$ cat src/ply_pkg.sv
package ply_pkg;

  localparam int LetterW = 5;
  localparam int Side    = 5;
  localparam int RowW    = 3;
  localparam int WideW   = 50;
  localparam int NarrowW = 25;
  localparam int CfgIdxW = 2;

  localparam logic [LetterW-1:0] CODE_I = 5'd8;
  localparam logic [LetterW-1:0] CODE_J = 5'd9;
  localparam logic [LetterW-1:0] CODE_Q = 5'd16;
  localparam logic [LetterW-1:0] CODE_X = 5'd23;

  typedef enum logic [CfgIdxW-1:0] {
    CFG_DECRYPT_MODE = 2'd0,
    CFG_ROWS_UPPER   = 2'd1,
    CFG_ROWS_MIDDLE  = 2'd2,
    CFG_ROW_BOTTOM   = 2'd3
  } cfg_idx_t;

  typedef struct packed {
    logic [LetterW-1:0] letter;
    logic               final_letter;
  } in_t;

  typedef struct packed {
    logic [LetterW-1:0] first_out;
    logic [LetterW-1:0] second_out;
    logic               odd_length;
    logic               end_of_message;
  } out_t;

  function automatic logic [LetterW-1:0] filler_for(input logic [LetterW-1:0] code);
    return (code == CODE_X) ? CODE_Q : CODE_X;
  endfunction

  function automatic logic [RowW-1:0] step_fwd(input logic [RowW-1:0] v);
    return (v == RowW'(Side - 1)) ? '0 : v + 1'b1;
  endfunction

  function automatic logic [RowW-1:0] step_back(input logic [RowW-1:0] v);
    return (v == '0) ? RowW'(Side - 1) : v - 1'b1;
  endfunction

endpackage

$ cat src/playfair_digraph_cipher_top.sv
// channel | ports                            | beat
// input   | in_valid, in_stall, in_data      | one letter plus final flag
// output  | out_valid, out_stall, out_data   | one substituted digraph
// config  | cfg_we, cfg_index, cfg_wdata     | one register write
//
// one letter accepted per cycle while in_stall is low
// the pair register and then the result register hold each digraph; they form the two stages
// a doubled final letter in encrypt mode gives two beats and holds the result register until
// the second beat is taken, so a pair waiting behind it stalls the input until then
// synchronous active-low reset clears the held letter, the stage valids and the config registers
// out_stall reaches in_stall combinationally through the two stage enables
module playfair_digraph_cipher_top (
  input  logic                         clk,
  input  logic                         rst_n,
  input  logic                         in_valid,
  output logic                         in_stall,
  input  ply_pkg::in_t                 in_data,
  output logic                         out_valid,
  input  logic                         out_stall,
  output ply_pkg::out_t                out_data,
  input  logic                         cfg_we,
  input  logic [ply_pkg::CfgIdxW-1:0]  cfg_index,
  input  logic [ply_pkg::WideW-1:0]    cfg_wdata
);
  import ply_pkg::*;

  // configuration
  logic                 decrypt_r;
  logic [WideW-1:0]     sq_upper_r;
  logic [WideW-1:0]     sq_middle_r;
  logic [NarrowW-1:0]   sq_bottom_r;

  always_ff @(posedge clk) begin
    if (!rst_n) begin
      decrypt_r   <= 1'b0;
      sq_upper_r  <= '0;
      sq_middle_r <= '0;
      sq_bottom_r <= '0;
    end else if (cfg_we) begin
      case (cfg_idx_t'(cfg_index))
        CFG_DECRYPT_MODE: decrypt_r   <= cfg_wdata[0];
        CFG_ROWS_UPPER:   sq_upper_r  <= cfg_wdata;
        CFG_ROWS_MIDDLE:  sq_middle_r <= cfg_wdata;
        CFG_ROW_BOTTOM:   sq_bottom_r <= cfg_wdata[NarrowW-1:0];
        default: ;
      endcase
    end
  end

  logic [2*WideW+NarrowW-1:0] sq_flat;
  logic [LetterW-1:0]         sq [Side][Side];

  assign sq_flat = {sq_bottom_r, sq_middle_r, sq_upper_r};

  always_comb begin
    for (int r = 0; r < Side; r++) begin
      for (int c = 0; c < Side; c++) begin
        sq[r][c] = sq_flat[(r*Side + c)*LetterW +: LetterW];
      end
    end
  end

  // handshake control
  logic in_acc, out_acc;
  logic p_valid_r, out_valid_r, rep_r;
  logic p_free, out_free, out_ld;

  assign out_acc  = out_valid_r && !out_stall;
  assign out_free = !out_valid_r || (out_acc && !rep_r);
  assign out_ld   = p_valid_r && out_free;
  assign p_free   = !p_valid_r || out_ld;
  assign in_stall = !p_free;
  assign in_acc   = in_valid && !in_stall;

  // pairing of letters
  logic                held_valid_r, held_valid_nxt;
  logic [LetterW-1:0]  held_letter_r, held_letter_nxt;
  logic [LetterW-1:0]  ch;
  logic                emit;
  logic [LetterW-1:0]  pa_nxt, pb_nxt;
  logic                podd_nxt, pend_nxt, pdbl_nxt;

  logic [LetterW-1:0]  pa_r, pb_r;
  logic                podd_r, pend_r, pdbl_r;

  always_comb begin
    ch              = (in_data.letter == CODE_J) ? CODE_I : in_data.letter;
    held_valid_nxt  = held_valid_r;
    held_letter_nxt = held_letter_r;
    emit            = 1'b0;
    pa_nxt          = held_letter_r;
    pb_nxt          = ch;
    podd_nxt        = 1'b0;
    pend_nxt        = in_data.final_letter;
    pdbl_nxt        = 1'b0;
    if (!held_valid_r) begin
      if (in_data.final_letter) begin
        emit     = 1'b1;
        pa_nxt   = ch;
        pb_nxt   = filler_for(ch);
        podd_nxt = decrypt_r;
      end else begin
        held_valid_nxt  = 1'b1;
        held_letter_nxt = ch;
      end
    end else if (!decrypt_r && ch == held_letter_r) begin
      // doubled letter: pad the held one, the new one stays held unless it is the final letter
      emit     = 1'b1;
      pb_nxt   = filler_for(held_letter_r);
      pdbl_nxt = in_data.final_letter;
      if (in_data.final_letter) begin
        held_valid_nxt = 1'b0;
      end
    end else begin
      emit           = 1'b1;
      held_valid_nxt = 1'b0;
    end
  end

  always_ff @(posedge clk) begin
    if (!rst_n) begin
      held_valid_r  <= 1'b0;
      held_letter_r <= '0;
      p_valid_r     <= 1'b0;
    end else begin
      if (in_acc) begin
        held_valid_r  <= held_valid_nxt;
        held_letter_r <= held_letter_nxt;
      end
      if (p_free) begin
        p_valid_r <= in_acc && emit;
      end
    end
  end

  always_ff @(posedge clk) begin
    if (in_acc && p_free) begin
      pa_r   <= pa_nxt;
      pb_r   <= pb_nxt;
      podd_r <= podd_nxt;
      pend_r <= pend_nxt;
      pdbl_r <= pdbl_nxt;
    end
  end

  // square lookup and substitution
  logic [RowW-1:0]    r1, c1, r2, c2;
  logic [RowW-1:0]    or1, oc1, or2, oc2;
  logic [LetterW-1:0] o1, o2;

  always_comb begin
    r1 = '0;
    c1 = '0;
    r2 = '0;
    c2 = '0;
    // last match in row-major order wins, no match sits at row 0 column 0
    for (int r = 0; r < Side; r++) begin
      for (int c = 0; c < Side; c++) begin
        if (sq[r][c] == pa_r) begin
          r1 = RowW'(r);
          c1 = RowW'(c);
        end
        if (sq[r][c] == pb_r) begin
          r2 = RowW'(r);
          c2 = RowW'(c);
        end
      end
    end
  end

  always_comb begin
    if (r1 == r2) begin
      or1 = r1;
      or2 = r2;
      oc1 = decrypt_r ? step_back(c1) : step_fwd(c1);
      oc2 = decrypt_r ? step_back(c2) : step_fwd(c2);
    end else if (c1 == c2) begin
      or1 = decrypt_r ? step_back(r1) : step_fwd(r1);
      or2 = decrypt_r ? step_back(r2) : step_fwd(r2);
      oc1 = c1;
      oc2 = c2;
    end else begin
      or1 = r1;
      or2 = r2;
      oc1 = c2;
      oc2 = c1;
    end
    o1 = sq[or1][oc1];
    o2 = sq[or2][oc2];
  end

  // result register
  logic [LetterW-1:0] out_first_r, out_second_r;
  logic               out_odd_r, out_end_r;

  always_ff @(posedge clk) begin
    if (!rst_n) begin
      out_valid_r <= 1'b0;
      rep_r       <= 1'b0;
    end else if (out_ld) begin
      out_valid_r <= 1'b1;
      rep_r       <= pdbl_r;
    end else if (out_acc) begin
      // after the first beat of a doubled final letter the result stays valid for the second beat
      out_valid_r <= rep_r;
      rep_r       <= 1'b0;
    end
  end

  always_ff @(posedge clk) begin
    if (out_ld) begin
      out_first_r  <= o1;
      out_second_r <= o2;
      out_odd_r    <= podd_r;
      out_end_r    <= pend_r;
    end
  end

  assign out_valid               = out_valid_r;
  assign out_data.first_out      = out_first_r;
  assign out_data.second_out     = out_second_r;
  assign out_data.odd_length     = out_odd_r;
  assign out_data.end_of_message = out_end_r && !rep_r;

  // checks
  a_rep_needs_valid: assert property (@(posedge clk) disable iff (!rst_n)
    rep_r |-> out_valid_r)
    else $error("repeat beat pending without a valid result");

  a_rep_then_last: assert property (@(posedge clk) disable iff (!rst_n)
    (out_acc && rep_r) |=> (out_valid_r && !rep_r && out_data.end_of_message))
    else $error("second beat of a doubled final letter missing");

  a_final_clears_held: assert property (@(posedge clk) disable iff (!rst_n)
    (in_acc && in_data.final_letter) |=> !held_valid_r)
    else $error("letter still held after a final letter");

  a_odd_is_last: assert property (@(posedge clk) disable iff (!rst_n)
    (out_valid && out_data.odd_length) |-> out_data.end_of_message)
    else $error("odd length flagged on a beat that does not end the message");

  a_stall_when_full: assert property (@(posedge clk) disable iff (!rst_n)
    in_stall |-> (p_valid_r && out_valid_r))
    else $error("input stalled while a stage is free");

endmodule

$ cat config.mk
export PLATFORM = sky130hd
export DESIGN_NAME = playfair_digraph_cipher_top
export DESIGN_NICKNAME = d
export VERILOG_FILES = /design/src/ply_pkg.sv /design/src/playfair_digraph_cipher_top.sv
export SDC_FILE = /design/constraint.sdc
export NUM_CORES = 1
export LEC_CHECK = 0
export BUFFER_PORTS_ARGS = -buffer_cell sky130_fd_sc_hd__buf_4
export CAP_MARGIN = 20
export CORE_UTILIZATION = 45
export DETAILED_ROUTE_END_ITERATION = 16
export GPL_TIMING_DRIVEN = 1
export SLEW_MARGIN = 25
export SYNTH_ARGS = -nofsm -noshare
export SYNTH_HDL_FRONTEND = slang
export SYNTH_SLANG_ARGS = --single-unit
$ cat constraint.sdc
create_clock -name clk -period 6.1 [get_ports clk]
set_input_delay 0.61 -clock clk [delete_from_list [all_inputs] [get_ports clk]]
set_output_delay 0.61 -clock clk [all_outputs]
set_load 0.01 [all_outputs]
* Word-level counts from Yosys, hierarchy flattened
Cells that the tools add are included.
Word-level totals: register bits 160, input port bits 63, output and inout port bits 14, logic and storage cells 263
Operators by class: $add $sub $neg 8, order comparisons 4, equal/unequal tests 61, muxes and demuxes 137, bitwise gates (word level) 6, reductions and logical operators 29
Operator list (number):
- $mux 3 | 106
- $eq 5x5->1 | 49
- $bmux 25 s3 | 2
- $mux 25 | 4
- $mux 5 | 10
- $bmux 5 s3 | 2
- $ge 4x4->1 const B | 4
- $not 3->4 | 4
- $mux 1 | 13
- $add 3x1->3 const B | 4
- $eq 3x3->1 const B | 4
- $logic_not 3->1 | 4
- $sub 3x1->3 const B | 4
- $eq 5x5->1 const B | 2
- $reduce_and 2->1 | 5
- $logic_and 1x1->1 | 8
- $eq 3x3->1 | 2
- $logic_not 1->1 | 6
- $eq 5x4->1 const B | 1
- $eq 2x2->1 const B | 2
- $reduce_and 3->1 | 1
- $eq 2x1->1 const B | 1
- $logic_not 2->1 | 1
- $logic_or 1x1->1 | 2
- other kinds (3) | 4

* Longest topological paths before layout
word-level depth 35, gate-level depth with buffers 23, mapped depth without buffers 18

* Worst setup path before layout
Ideal clock, no wire load.
kind reg-to-reg, start reg pa_r[4], end reg out_first_r[4], data pin, library setup time 0.150 ns, data arrival time 4.154 ns, data required time 5.950 ns, slack 1.797 ns, cell stages (with the launch flop) 20, buffers on the path 3, period minus slack after synthesis 4.303 ns, cells stage by stage edfxtp_1 -> buf_4 -> buf_6 -> buf_6 -> xnor2_1 -> nand3_1 -> nor3_1 -> o211ai_1 -> a211oi_1 -> o211ai_1 -> nand2_1 -> inv_1 -> ha_1 -> or2_2 -> mux4_1 -> mux2_2 -> or4_4 -> o32ai_2 -> a221oi_2 -> o211ai_2
Between the ends: longest elaborated chain between the ends 35, elaborated cells on any way between the ends 96, those cells by class 4 x add/sub; 28 x eq/ne; 60 x mux; 2 x bitwise; 2 x reduce/logical
Ends and longest elaborated chain:
- start, declared | line playfair_digraph_cipher_top.sv:83 | logic [LetterW-1:0] pa_r, pb_r;
- start signal, assigned | line playfair_digraph_cipher_top.sv:138 | pa_r <= pa_nxt;
- $eq 5x5->1 | line playfair_digraph_cipher_top.sv:159 | if (sq[r][c] == pa_r) begin
- $mux 1 | line playfair_digraph_cipher_top.sv:159
- $mux 3 (23 in a row) | line playfair_digraph_cipher_top.sv:159
- $eq 3x3->1 | line playfair_digraph_cipher_top.sv:177 | end else if (c1 == c2) begin
- $mux 3 | line playfair_digraph_cipher_top.sv:177
- $mux 3 | line playfair_digraph_cipher_top.sv:172 | if (r1 == r2) begin
- $not 3->4 (implied by the code) | line playfair_digraph_cipher_top.sv:188 | o1 = sq[or1][oc1];
- $bmux 25 s3 | line playfair_digraph_cipher_top.sv:188
- $mux 25 (implied by the code) (2 in a row) | line playfair_digraph_cipher_top.sv:188
- $bmux 5 s3 (*) | line playfair_digraph_cipher_top.sv:188
- $mux 5 (implied by the code) (*) (2 in a row) | line playfair_digraph_cipher_top.sv:188
- named net o1[4] | line playfair_digraph_cipher_top.sv:149 | logic [LetterW-1:0] o1, o2;
- end signal, assigned | line playfair_digraph_cipher_top.sv:212 | out_first_r <= o1;
- end, declared | line playfair_digraph_cipher_top.sv:193 | logic [LetterW-1:0] out_first_r, out_second_r;
The timed path passes the listed nets; every way through them passes the cells marked *. The select of a mux whose other input is x is not followed. A chain may end at the register's enable or synchronous reset.

* Worst setup path after layout
start reg pa_r[2], end reg out_second_r[4], data pin
Between the ends: longest elaborated chain between the ends 35, elaborated cells on any way between the ends 82, those cells by class 26 x eq/ne; 54 x mux; 2 x bitwise
Ends and longest elaborated chain:
- $eq 5x5->1 | line playfair_digraph_cipher_top.sv:159
- $mux 1 | line playfair_digraph_cipher_top.sv:159
- $mux 3 (23 in a row) | line playfair_digraph_cipher_top.sv:159
- $eq 3x3->1 | line playfair_digraph_cipher_top.sv:177
- $mux 3 | line playfair_digraph_cipher_top.sv:177
- $mux 3 | line playfair_digraph_cipher_top.sv:172
- $not 3->4 (implied by the code) | line playfair_digraph_cipher_top.sv:189 | o2 = sq[or2][oc2];
- $bmux 25 s3 | line playfair_digraph_cipher_top.sv:189
- $mux 25 (implied by the code) (2 in a row) | line playfair_digraph_cipher_top.sv:189
- $bmux 5 s3 (*) | line playfair_digraph_cipher_top.sv:189
- $mux 5 (implied by the code) (*) (2 in a row) | line playfair_digraph_cipher_top.sv:189
- named net o2[4] | line playfair_digraph_cipher_top.sv:149
- end signal, assigned | line playfair_digraph_cipher_top.sv:213 | out_second_r <= o2;
- end, declared | line playfair_digraph_cipher_top.sv:193
Marked as above.

==> results.tsv <==
stage	metric	value	unit
route	Vias	11100	
worst_setup_path	flop-to-flop setup slack	400	ps
synthesis	mean post-synth cell area	8.64	µm²
placed_design	HPWL after detailed placement	33.8	mm
synthesis	share of synthesized flip-flops with an asynchronous set or reset	0	
worst_setup_path	Critical Path, Cell by Cell	xnor2_1 -> nand3_1 -> nor3_1 -> nor4_1 -> and2_1 -> xor2_1 -> a21o_1 -> a211oi_4 -> mux2i_4 -> buf_12 -> mux2i_1 -> mux2i_1 -> a21oi_1 -> o22ai_1 -> or3b_1	
pwr	Final Total Pwr	4.25	mW
timing	WHS	403	ps
timing	final setup violation count	0	
pwr	VDD IR max	0.162	mV
layout	n_diodes	0	
die	Core ar.	27700	µm²
die	DIE AREA	28800	µm²
cts	Hold Buf Count CTS	0	
route	Via density	5.85	
synthesis	Mapped Area	12700	µm²
cts	Sink Count	160	
synthesis	Syn Nets	1539	
timing	Worst Tran Pin Value	1020	ps
cts	setup bufs post-CTS	0	
die	Die Height	170	µm
placed_design	input/output buffers	76	
route	initial drt markers	1116	
placed_design	gpl congestion	1.01	
timing	period utilisation layout	0.934	
global_routing	vias in the first global route	10300	
timing	Slew Viols, Final	0	
synthesis	synthesized flop and latch total	160	
synthesis	sequential fraction of the synthesis area	0.273	
route	WL/cell	23.4	µm
die	io pins	77	
worst_setup_path	critical path class	reg2reg	
run_status	status	complete, no violations	
cts	Reg clk slew, reported paths	70	ps
synthesis	number of flops mapped to enable cells by yosys	25	
route	Pre-Repair DR Iteration Count	7	
hold_path	Worst Hold Class	in2reg	
timing	minimum clock period	5700	ps
timing	Post-Route Skew	27.0	ps
cts	CTS tree	built	
worst_setup_path	CP Max Fanout	26	
worst_setup_path	Slowest Stage Delay on Critical Path	1020	ps
flow_run	max-cap violations	0	
global_routing	gr usage total	0.314	
timing	Hold Fails Final Rpt	0	
global_routing	antenna violations before repair	1	
worst_setup_path	Worst EP required	6280	ps
timing	RSZ-0062 raised after global routing	no	
pwr	PD cells	301	nW/µm²
die	overall die width	170	µm
cts	CTS max path bufs	2	
global_routing	largest net degree at the start of global routing	91	
cts	post-cts repair resize count	0	
timing	setup TNS	0	ps
worst_setup_path	CP max stage cell	edfxtp_1	
layout	layout cell share with drive strength beyond 1	0.151	
global_routing	global-route wire length before repair	66.8	mm
cts	total CTS buffers	17	
die	initial core utilization	0.457	
route	Final ANT Viol Nets	0	
synthesis	synth warn	0	
layout	NumNets Final	1582	
synthesis	Top FF cell, synth	dfxtp_1	
layout	Final Util	0.510	
pwr	Leakage Power	5.39	nW
worst_setup_path	Most common cell on crit path	mux2i_1	
timing	Fmax	175	MHz
layout	area delta synth->final	11.6	%
synthesis	Post-Syn Instances	1464	
worst_setup_path	crit start category	flip-flop	
cts	Clock H-tree levels	4	
global_routing	GRT overflow	0	
worst_setup_path	CP endpoint kind	flip-flop	
timing	Slew HR	0.320	
cts	worst skew pair latency	450	ps
route	Routed WL	44.3	mm
cts	clk root buf	clkbuf_16	
synthesis	distinct cell type count after synthesis	90	
worst_setup_path	crit path DAT	5880	ps
route	Residual DRC	0	
die	Rows	61	
per-stage QoR:
stage	instances	area [µm²]	setup slack, ps
final	1898	14100	401
after global routing	1898	14100	221
after detailed placement	1865	13500	459
after floorplan	1464	12700	1800
after global placement	1865	13500	468
after CTS	1897	14100	440
critical path, delay by kind of cell, from the launching register on:
kind	cells	cell delay (ps)
buffers and inverters	1	290
XOR/XNOR	2	400
AND/OR/NAND/NOR	5	1650
AO/OA/AOI/OAI	4	1070
flip-flops	1	1020
multiplexers	3	970
routing by layer:
metal | global-route usage | wire length [µm]
met1 | 0.427 | 19500
met4 | 0.123 | 1660
met2 | 0.499 | 20100
met3 | 0.0448 | 3090
met5 | 0 | 0
cell type report:
class / count / area, µm²
clock buffers: 21 / 472
clock inverters: 11 / 125
fillers: 2677 / 13600
inverters: 19 / 71.3
multi-input cells: 1186 / 8550
flip-flops and latches: 160 / 3450
well taps: 378 / 473
repair buffers: 123 / 981
state kept, by name (all words and copies together), names as in the netlist:
register,count
sq_middle_r,50
sq_upper_r,50
sq_bottom_r,25
held_letter_r,5
out_first_r,5
out_second_r,5
pa_r,5
pb_r,5
decrypt_r,1
held_valid_r,1
out_end_r,1
out_odd_r,1
out_valid,1
p_valid_r,1
pdbl_r,1
pend_r,1
podd_r,1
rep_r,1
worst paths after layout:
kind	startpoint	to	depth (start not counted)
hold / removal	in_data[0]	pend_r	1
hold reg to reg	pend_r	out_end_r	0
setup / recovery	pa_r[2]	out_second_r[4]	15
setup reg to reg	pa_r[2]	out_second_r[4]	15
cells in the final DEF, fill, tap and decap left out, types with 5 or more instances in the layout:
cell type and instances:
mux2_2 7, nand4_1 10, nor2b_1 20, o21ai_0 19, edfxtp_1 25, clkbuf_16 18
and2_1 8, nand3b_1 5, a22o_1 6, nor4_1 6, nor3_2 6, or3_1 5
a22oi_1 10, a21boi_0 127, nand3_1 51, a211oi_1 8, nand2_1 303, mux4_2 23
inv_1 18, o22ai_1 5, xnor2_1 124, xor2_1 129, a21oi_1 19, nor2_1 33
mux2i_1 94, mux2i_2 5, buf_4 118, dfxtp_1 135, nor3_1 46, o211ai_1 12
ha_1 12
synthesized netlist by cell type (all sizes together), types with 3 or more instances:
cell / count / area [µm²]
a211oi: 11 / 105
edfxtp: 25 / 751
nor3: 54 / 323
or2: 6 / 37.5
and3: 5 / 31.3
buf: 49 / 434
nand3b: 5 / 37.5
a211o: 4 / 35.0
nand2b: 3 / 26.3
o311ai: 5 / 58.8
a2bb2oi: 4 / 41.3
o22ai: 5 / 31.3
a21oi: 19 / 95.1
a21boi: 127 / 953
nand3: 53 / 270
mux4: 24 / 544
nor4: 7 / 50.1
xor2: 130 / 1150
o21ai: 21 / 109
clkbuf: 50 / 188
o31ai: 3 / 46.3
ha: 12 / 150
and2: 8 / 50.1
a22oi: 10 / 75.1
nor2b: 20 / 125
a221oi: 4 / 41.3
or3: 5 / 31.3
o211ai: 13 / 103
or3b: 3 / 26.3
nand4b: 3 / 26.3
nand2: 303 / 1140
mux2i: 101 / 1030
xnor2: 124 / 1090
nand4: 12 / 87.6
inv: 19 / 71.3
a22o: 6 / 52.6
nor2: 35 / 139
mux2: 10 / 116
dfxtp: 135 / 2700
where the power goes:
group	internal (mW)	switching (mW)
sequential	1.13	0.0864
clock	0.642	0.477
combinational	0.811	1.10
total	2.58	1.67
kinds of logic after synthesis:
group,count (synthesis),synth area share
adder cells (fa/ha/maj),12,0.0119
AND/OR/NAND/NOR,533,0.198
AO/OA/AOI/OAI,252,0.152
multiplexers,135,0.134
flip-flops,160,0.273
XOR/XNOR,254,0.176
buffers and inverters,118,0.0548
Note: power is estimated with default switching activity, not from simulation.
